$ cat src/hw/rtl/cka_pkg.sv
package cka_pkg;

    localparam int KEY_DEPTH = 64;
    localparam int IDX_W     = $clog2(KEY_DEPTH);
    localparam int SUM_W     = IDX_W + 1;

    localparam int SYM_W     = 16;
    localparam int ACT_W     = 2;
    localparam int ENTRY_W   = 6;
    localparam int LEN_W     = 7;
    localparam int IN_DATA_W = 24;
    localparam int OUT_DATA_W = 16;

    localparam logic [LEN_W-1:0] KEY_LEN_RESET = LEN_W'(64);

    localparam logic [ACT_W-1:0] ACT_LOAD    = 2'd0;
    localparam logic [ACT_W-1:0] ACT_ENC     = 2'd1;
    localparam logic [ACT_W-1:0] ACT_DEC     = 2'd2;
    localparam logic [ACT_W-1:0] ACT_RESTART = 2'd3;

    // Record that ripples down the row of cells, one cell per cycle.
    typedef struct packed {
        logic             hit;
        logic [IDX_W-1:0] pos;
        logic [SYM_W-1:0] data;
    } cka_rec_t;

    // Controls broadcast to every cell during a pass.
    typedef struct packed {
        logic             search;
        logic             readout;
        logic [SYM_W-1:0] sym;
        logic [IDX_W-1:0] target;
        logic [SUM_W-1:0] len;
    } cka_bcast_t;

    typedef struct packed {
        logic               wr_en;
        logic [ENTRY_W-1:0] wr_idx;
        logic [SYM_W-1:0]   wr_data;
    } cka_wr_t;

    // A length of zero acts as one, and anything above the depth as the depth.
    function automatic logic [SUM_W-1:0] active_len(input logic [LEN_W-1:0] key_length);
        logic [SUM_W-1:0] n;
        if (key_length == '0)
        begin
            n = SUM_W'(1);
        end
        else if (int'(key_length) > KEY_DEPTH)
        begin
            n = SUM_W'(KEY_DEPTH);
        end
        else
        begin
            n = SUM_W'(key_length);
        end
        return n;
    endfunction

endpackage

$ cat src/hw/rtl/chained_key_alphabet_cipher.sv
// Channel   Direction  Beat content
// s_axis    in         tuser: action; tdata: symbol, entry_index
// m_axis    out        tdata: out_symbol; tuser: symbol_found
// cfg       in         cfg_data: key_length
//
// Load and restart items are taken without a pass through the cells. Encrypt and a
// matching decrypt run a search pass and a readout pass, each rippling through the
// row of key cells at one cell per cycle, and the input reopens together with the
// result beat. A decrypt that finds no match frees the input after the search pass,
// with no result. After key_length is lowered, a stale chain is brought back into
// range by repeated subtraction. Reset clears the chain and the output valid flag
// and sets key_length to 64; key cells are not cleared. A result waits in the
// output register while the next item is worked on; the block stalls only when a
// second result is ready and the first has not been taken.
module chained_key_alphabet_cipher (
    input  logic                            clk,
    input  logic                            rst_n,
    input  logic                            s_axis_tvalid,
    output logic                            s_axis_tready,
    input  logic [cka_pkg::IN_DATA_W-1:0]   s_axis_tdata,  // [15:0] symbol, [21:16] entry_index
    input  logic [cka_pkg::ACT_W-1:0]       s_axis_tuser,  // [1:0] action
    output logic                            m_axis_tvalid,
    input  logic                            m_axis_tready,
    output logic [cka_pkg::OUT_DATA_W-1:0]  m_axis_tdata,  // [15:0] out_symbol
    output logic [0:0]                      m_axis_tuser,  // [0] symbol_found
    input  logic                            cfg_valid,
    output logic                            cfg_ready,
    input  logic [cka_pkg::LEN_W-1:0]       cfg_data
);
    import cka_pkg::*;

    localparam logic [2:0] ST_IDLE   = 3'd0;
    localparam logic [2:0] ST_REDUCE = 3'd1;
    localparam logic [2:0] ST_SEARCH = 3'd2;
    localparam logic [2:0] ST_CALC   = 3'd3;
    localparam logic [2:0] ST_READ   = 3'd4;
    localparam logic [2:0] ST_EMIT   = 3'd5;

    logic [2:0]       state_reg,   state_next;
    logic [IDX_W-1:0] cnt_reg,     cnt_next;
    logic [IDX_W-1:0] chain_reg,   chain_next;
    logic [IDX_W-1:0] target_reg,  target_next;
    logic             found_reg,   found_next;
    logic [ACT_W-1:0] action_reg,  action_next;
    logic [SYM_W-1:0] sym_reg,     sym_next;
    logic [LEN_W-1:0] key_len_reg, key_len_next;
    logic             out_valid_reg, out_valid_next;
    logic [SYM_W-1:0] out_data_reg,  out_data_next;
    logic             out_found_reg, out_found_next;

    logic             in_beat;
    logic [SUM_W-1:0] len;
    logic [SUM_W-1:0] enc_sum;
    logic [SUM_W-1:0] enc_chain;
    logic [SUM_W-1:0] dec_target;
    logic             pass_done;

    cka_wr_t    wr;
    cka_bcast_t bc;
    cka_rec_t   chain_rec [KEY_DEPTH+1];
    cka_rec_t   tail;

    assign in_beat       = s_axis_tvalid && s_axis_tready;
    assign s_axis_tready = (state_reg == ST_IDLE);
    assign cfg_ready     = 1'b1;
    assign len           = active_len(key_len_reg);
    assign pass_done     = (cnt_reg == IDX_W'(KEY_DEPTH - 1));

    assign wr.wr_en   = in_beat && (s_axis_tuser == ACT_LOAD);
    assign wr.wr_idx  = s_axis_tdata[SYM_W +: ENTRY_W];
    assign wr.wr_data = s_axis_tdata[SYM_W-1:0];

    assign bc.search  = (state_reg == ST_SEARCH);
    assign bc.readout = (state_reg == ST_READ) || (state_reg == ST_EMIT);
    assign bc.sym     = sym_reg;
    assign bc.target  = target_reg;
    assign bc.len     = len;

    assign chain_rec[0] = '{hit: 1'b0, pos: '0, data: '0};

    genvar gi;
    generate
        for (gi = 0; gi < KEY_DEPTH; gi++)
        begin : g_cell
            cka_cell u_cell (
                .clk      (clk),
                .cell_idx (IDX_W'(gi)),
                .wr       (wr),
                .bc       (bc),
                .rec_in   (chain_rec[gi]),
                .rec_out  (chain_rec[gi+1])
            );
        end
    endgenerate

    assign tail = chain_rec[KEY_DEPTH];

    // Both operands are below the length, so one subtraction brings the sum back.
    assign enc_sum   = SUM_W'(chain_reg) + SUM_W'(tail.pos);
    assign enc_chain = (enc_sum >= len) ? (enc_sum - len) : enc_sum;
    assign dec_target = (tail.pos >= chain_reg)
                      ? (SUM_W'(tail.pos) - SUM_W'(chain_reg))
                      : (SUM_W'(tail.pos) + len - SUM_W'(chain_reg));

    always_comb
    begin
        state_next     = state_reg;
        cnt_next       = cnt_reg;
        chain_next     = chain_reg;
        target_next    = target_reg;
        found_next     = found_reg;
        action_next    = action_reg;
        sym_next       = sym_reg;
        key_len_next   = key_len_reg;
        out_valid_next = out_valid_reg;
        out_data_next  = out_data_reg;
        out_found_next = out_found_reg;

        if (cfg_valid && cfg_ready)
        begin
            key_len_next = cfg_data;
        end

        if (m_axis_tvalid && m_axis_tready)
        begin
            out_valid_next = 1'b0;
        end

        case (state_reg)
            ST_IDLE:
            begin
                if (in_beat)
                begin
                    action_next = s_axis_tuser;
                    sym_next    = s_axis_tdata[SYM_W-1:0];
                    if ((s_axis_tuser == ACT_LOAD) || (s_axis_tuser == ACT_RESTART))
                    begin
                        chain_next = '0;
                    end
                    else
                    begin
                        // The chain as it stood is kept here until the search
                        // is over, since a decrypt miss must leave it untouched.
                        target_next = chain_reg;
                        state_next  = ST_REDUCE;
                    end
                end
            end
            ST_REDUCE:
            begin
                // The chain may be left over from a longer key; bring it into range.
                if (SUM_W'(chain_reg) >= len)
                begin
                    chain_next = IDX_W'(SUM_W'(chain_reg) - len);
                end
                else
                begin
                    cnt_next   = '0;
                    state_next = ST_SEARCH;
                end
            end
            ST_SEARCH:
            begin
                cnt_next = cnt_reg + IDX_W'(1);
                if (pass_done)
                begin
                    state_next = ST_CALC;
                end
            end
            ST_CALC:
            begin
                cnt_next = '0;
                if (action_reg == ACT_ENC)
                begin
                    found_next = tail.hit;
                    if (tail.hit)
                    begin
                        chain_next  = IDX_W'(enc_chain);
                        target_next = IDX_W'(enc_chain);
                    end
                    else
                    begin
                        target_next = chain_reg;
                    end
                    state_next = ST_READ;
                end
                else if (tail.hit)
                begin
                    found_next  = 1'b1;
                    target_next = IDX_W'(dec_target);
                    chain_next  = tail.pos;
                    state_next  = ST_READ;
                end
                else
                begin
                    chain_next = target_reg;
                    state_next = ST_IDLE;
                end
            end
            ST_READ:
            begin
                cnt_next = cnt_reg + IDX_W'(1);
                if (pass_done)
                begin
                    state_next = ST_EMIT;
                end
            end
            ST_EMIT:
            begin
                if (!out_valid_reg || m_axis_tready)
                begin
                    out_valid_next = 1'b1;
                    out_data_next  = tail.data;
                    out_found_next = found_reg;
                    state_next     = ST_IDLE;
                end
            end
            default:
            begin
                state_next = ST_IDLE;
            end
        endcase
    end

    always_ff @(posedge clk or negedge rst_n)
    begin
        if (!rst_n)
        begin
            state_reg     <= ST_IDLE;
            cnt_reg       <= '0;
            chain_reg     <= '0;
            key_len_reg   <= KEY_LEN_RESET;
            out_valid_reg <= 1'b0;
        end
        else
        begin
            state_reg     <= state_next;
            cnt_reg       <= cnt_next;
            chain_reg     <= chain_next;
            key_len_reg   <= key_len_next;
            out_valid_reg <= out_valid_next;
        end
    end

    always_ff @(posedge clk)
    begin
        target_reg    <= target_next;
        found_reg     <= found_next;
        action_reg    <= action_next;
        sym_reg       <= sym_next;
        out_data_reg  <= out_data_next;
        out_found_reg <= out_found_next;
    end

    assign m_axis_tvalid   = out_valid_reg;
    assign m_axis_tdata    = out_data_reg;
    assign m_axis_tuser[0] = out_found_reg;

endmodule

$ cat src/hw/rtl/cka_cell.sv
module cka_cell (
    input  logic                     clk,
    input  logic [cka_pkg::IDX_W-1:0] cell_idx,
    input  cka_pkg::cka_wr_t         wr,
    input  cka_pkg::cka_bcast_t      bc,
    input  cka_pkg::cka_rec_t        rec_in,
    output cka_pkg::cka_rec_t        rec_out
);
    import cka_pkg::*;

    logic [SYM_W-1:0] entry_reg;
    logic [SYM_W-1:0] entry_next;
    cka_rec_t         rec_reg;
    cka_rec_t         rec_next;
    logic             in_range;

    assign in_range = SUM_W'(cell_idx) < bc.len;

    always_comb
    begin
        entry_next = entry_reg;
        if (wr.wr_en && (int'(wr.wr_idx) == int'(cell_idx)))
        begin
            entry_next = wr.wr_data;
        end
    end

    // A hit from a lower cell passes through untouched, so the lowest match wins.
    always_comb
    begin
        rec_next = rec_in;
        if (bc.search && !rec_in.hit && in_range && (entry_reg == bc.sym))
        begin
            rec_next.hit = 1'b1;
            rec_next.pos = cell_idx;
        end
        if (bc.readout && (bc.target == cell_idx))
        begin
            rec_next.data = entry_reg;
        end
    end

    always_ff @(posedge clk)
    begin
        entry_reg <= entry_next;
        rec_reg   <= rec_next;
    end

    assign rec_out = rec_reg;

endmodule

$ cat config.mk
export PLATFORM = sky130hd
export DESIGN_NAME = chained_key_alphabet_cipher
export DESIGN_NICKNAME = d
export VERILOG_FILES = /design/src/hw/rtl/cka_pkg.sv /design/src/hw/rtl/chained_key_alphabet_cipher.sv /design/src/hw/rtl/cka_cell.sv
export SDC_FILE = /design/constraint.sdc
export NUM_CORES = 2
export LEC_CHECK = 0
export BUFFER_PORTS_ARGS = -buffer_cell sky130_fd_sc_hd__buf_2
export CAP_MARGIN = 5
export CORE_MARGIN = 5
export CORE_UTILIZATION = 63
export CTS_CLUSTER_SIZE = 8
export DETAILED_ROUTE_END_ITERATION = 10
export HOLD_SLACK_MARGIN = 0.12
export PLACE_DENSITY = 0.86
export RECOVER_POWER = 100
export SKIP_LAST_GASP = 1
export SYNTH_ARGS = -nofsm -noshare
export SYNTH_HDL_FRONTEND = slang
export SYNTH_SLANG_ARGS = --single-unit
export TNS_END_PERCENT = 10
$ cat constraint.sdc
create_clock -name clk -period 5.35 [get_ports clk]
set_clock_uncertainty 0.15 [all_clocks]
set_input_delay 0.535 -clock clk [delete_from_list [all_inputs] [get_ports clk]]
set_output_delay 0.535 -clock clk [all_outputs]
set_load 0.01 [all_outputs]
==> parameters.txt <==
Parameter                              Value

Global route
  Global-route usage over all layers    0.325
  Via count of the first global-routing pass    56300
  Overflow left after global routing    0
  Largest net degree at the start of global routing    66
  First-pass GRT wire length    367000 um
  Antenna violations before repair    20

Floorplanning
  Area enclosed by the die boundary    0.152 sq mm
  Effective utilization at floorplan    0.634
  Die extent in x    390 um
  Floorplan die height    390 um
  Count of standard-cell rows    139
  Core ar.    0.144 sq mm
  Boundary Pins    58

Power
  Total power per unit cell area    454 mW/mm^2
  Leakage component of the power    40.2 nW
  Worst VDD drop    388 uV

Yosys
  Combined area of all synthesized cells    0.0910 sq mm
  XOR/XNOR share of the synthesized area    0.101
  Syn Area/Cell    14.7 sq um
  Largest family of logic cells by synthesized area    multiplexers
  Top area cells in the synthesized netlist    edfxtp_1 35%, dfxtp_1 31%, mux2_2 13%
  Leading cell types by count after synthesis    1409 x dfxtp_1, 1066 x edfxtp_1, 1016 x mux2_2
  Top_reg_cell synth    dfxtp_1
  Cell with the most instances after synthesis    dfxtp_1
  Async SR Flop Fraction    0.00921
  Share of synthesized area spent on multiplexers    0.127
  Syn_nets    6264
  Fraction of the mapped netlist area in compound gates    0.0111
  Yosys warns    0
  Basic-gate share of the synthesized area counting and, or, nand and nor cells    0.0723
  Post-Syn Instances    6180
  Area share of the largest cell type after synthesis    0.352
  Dominant cell type by area after synthesis    edfxtp_1
  FF+latch count, synth    2498
  Adder-cell share of the synthesized area    0.00706
  Distinct cells, synth    77
  Number of synthesized flops with an enable pin    1066
  Portion of the post-synthesis area used by sequential elements    0.668

Cells and area
  Largest register FFs    1409
  Core occupancy in the finished layout    0.723
  Area growth syn-to-layout    14.2%
  Filler instances    8416
  Nets    6638
  Non-Filler Instances    8741
  Area occupied by multi-input gates    0.0288 sq mm
  Register area    0.0608 sq mm
  Share of layout cells above drive strength 1    0.233

Route
  Residual DRC count    0
  Violation count after the first detailed-routing iteration    5883
  Residual antenna-violating net count after detailed routing    0
  Number of search-and-repair iterations in the first detailed-routing pass    8
  Routed wirelength normalized by instance count    28.7 um
  Routed vias    53300
  Via density    6.10
  Wire length reported by the detailed router    251000 um

Min path
  Cell depth of the worst min-delay path    1
  Worst min path class    register to register

STA
  Max Clk Rate    0.202 GHz
  Final setup violating endpoints    0
  Unrepaired setup endpoints after global routing    false
  Slew at the pin closest to its max-slew limit    5.24 ns
  Max-slew headroom at the worst pin    -2.50
  Post-layout minimum cycle time    4.96 ns
  Fraction of the cycle the final worst path needs    0.927
  Accumulated negative setup slack    0 ns
  Post-route worst hold slack    0.223 ns
  Setup WS post-layout    0.388 ns
  Final hold violation count    0
  Pins Over Slew Limit    1238

Critical path
  Required time at the endpoint of the critical path    5.61 ns
  Critical Setup Path Class    input port to register
  Worst Path Max Fanout    42
  Reg2Reg Depth    8
  Type of destination of the critical path    register
  Startpoint types    input port
  Arrival time worst endpoint    5.22 ns

Clock network
  CTS Buf Count    363
  Clock root buffer master    clkbuf_16
  CTS tree    yes
  Num Clock Sinks    2498
  H-tree levels    5
  Maximum buffer depth of the clock tree    4
  # Post-CTS Setup Buffers    0
  Post-CTS clock slew at the launch and capture registers of the worst setup and hold paths    0.05 ns
  Later-pin clock latency in the skew report    0.95 ns

Flow run
  Number of violations of the max-capacitance limit    40

Place
  Half-perimeter wire length after detailed placement    147000 um
  Inst Count DP    8061
  Post-Place Setup Slack    1.26 ns
  IO buf count    54
  Global placement routability congestion    0.911

Outcome
  Outcome    finished with violations
  Violations in the final reports    max-capacitance violations, max-slew violations
## worst paths after layout
check	from	to	slack [ns]
min in group asynchronous	rst_n	key_len_reg[6]	0.65
setup / recovery	s_axis_tdata[9]	g_cell[2].u_cell.entry_reg[9]	0.39
hold reg to reg	g_cell[42].u_cell.rec_out[19]	g_cell[43].u_cell.rec_out[19]	0.22
max in group asynchronous	rst_n	cnt_reg[1]	2.89
hold / removal	g_cell[42].u_cell.rec_out[19]	g_cell[43].u_cell.rec_out[19]	0.22
setup reg to reg	key_len_reg[6]	g_cell[52].u_cell.rec_out[21]	0.56
## power breakdown
| part | switching [mW] | total, mW | internal (mW) |
|---|---|---|---|
| logic | 3.55 | 5.39 | 1.84 |
| clock network | 7.96 | 20.8 | 12.8 |
| registers | 0.406 | 21.1 | 20.6 |
| total | 11.9 | 47.2 | 35.3 |
## stage by stage
step	area, sq um	power, mW
after floorplan	91000	24.5
after global placement	93900	26.4
after detailed placement	93900	26.5
after global routing	104000	48.5
after CTS	105000	47.2
final	104000	47.2
## placed cells by master (no fill, tap or decap), types with 141 or more instances in the layout
master     Yosys  routed
or2_2        241     237
xnor2_1      391     391
nor2_1       147     163
mux2_1         0     145
dfxtp_1     1409    1409
nor4_1       154     173
nor2b_1      141     141
clkbuf_16      0     370
mux2_2      1016     871
edfxtp_1    1066    1066
xor2_1       654     654
clkbuf_1      29     374
## metal layers
| layer | vias to the layer above | global-route usage | part of all wire |
|---|---|---|---|
| met2 | 3335 | 0.515 | 0.46 |
| met3 | 901 | 0.0841 | 0.11 |
| met1 | 26500 | 0.414 | 0.37 |
| li1 | 22600 | - | - |
| met5 | - | 0 | 0.00025 |
| met4 | 10 | 0.177 | 0.062 |
## area by class of cell
cell class | count | share of cell area
antenna | 15 | 0.000361
multi-input combinational | 3420 | 0.277
inverter | 42 | 0.00157
timing repair buffer | 229 | 0.0133
clock inverter | 11 | 0.00128
tap | 1903 | 0.0229
clock buffer | 623 | 0.0983
sequential | 2498 | 0.585
## logic make-up (layout without fill, tap and decap cells)
kind of cell	Yosys count	after routing
AOI/OAI and AO/OA	153	153
xor gates and xnor gates	1046	1046
adders and majority gates	46	46
buffers and inverters	262	905
DFF	2498	2498
muxes	1029	1029
other	1	16
and+or+nand+nor	1145	1145
## critical path: stages
cell	delay, ns
dlygate4sd3_1	0.53
clkbuf_1	2.40
clkbuf_1	1.63
## timing repair
item	in CTS	in global routing
resized for setup	0	0
hold buffers	30	0
endpoints found under the hold margin	273	0
Power figures use the tool's default switching activity.
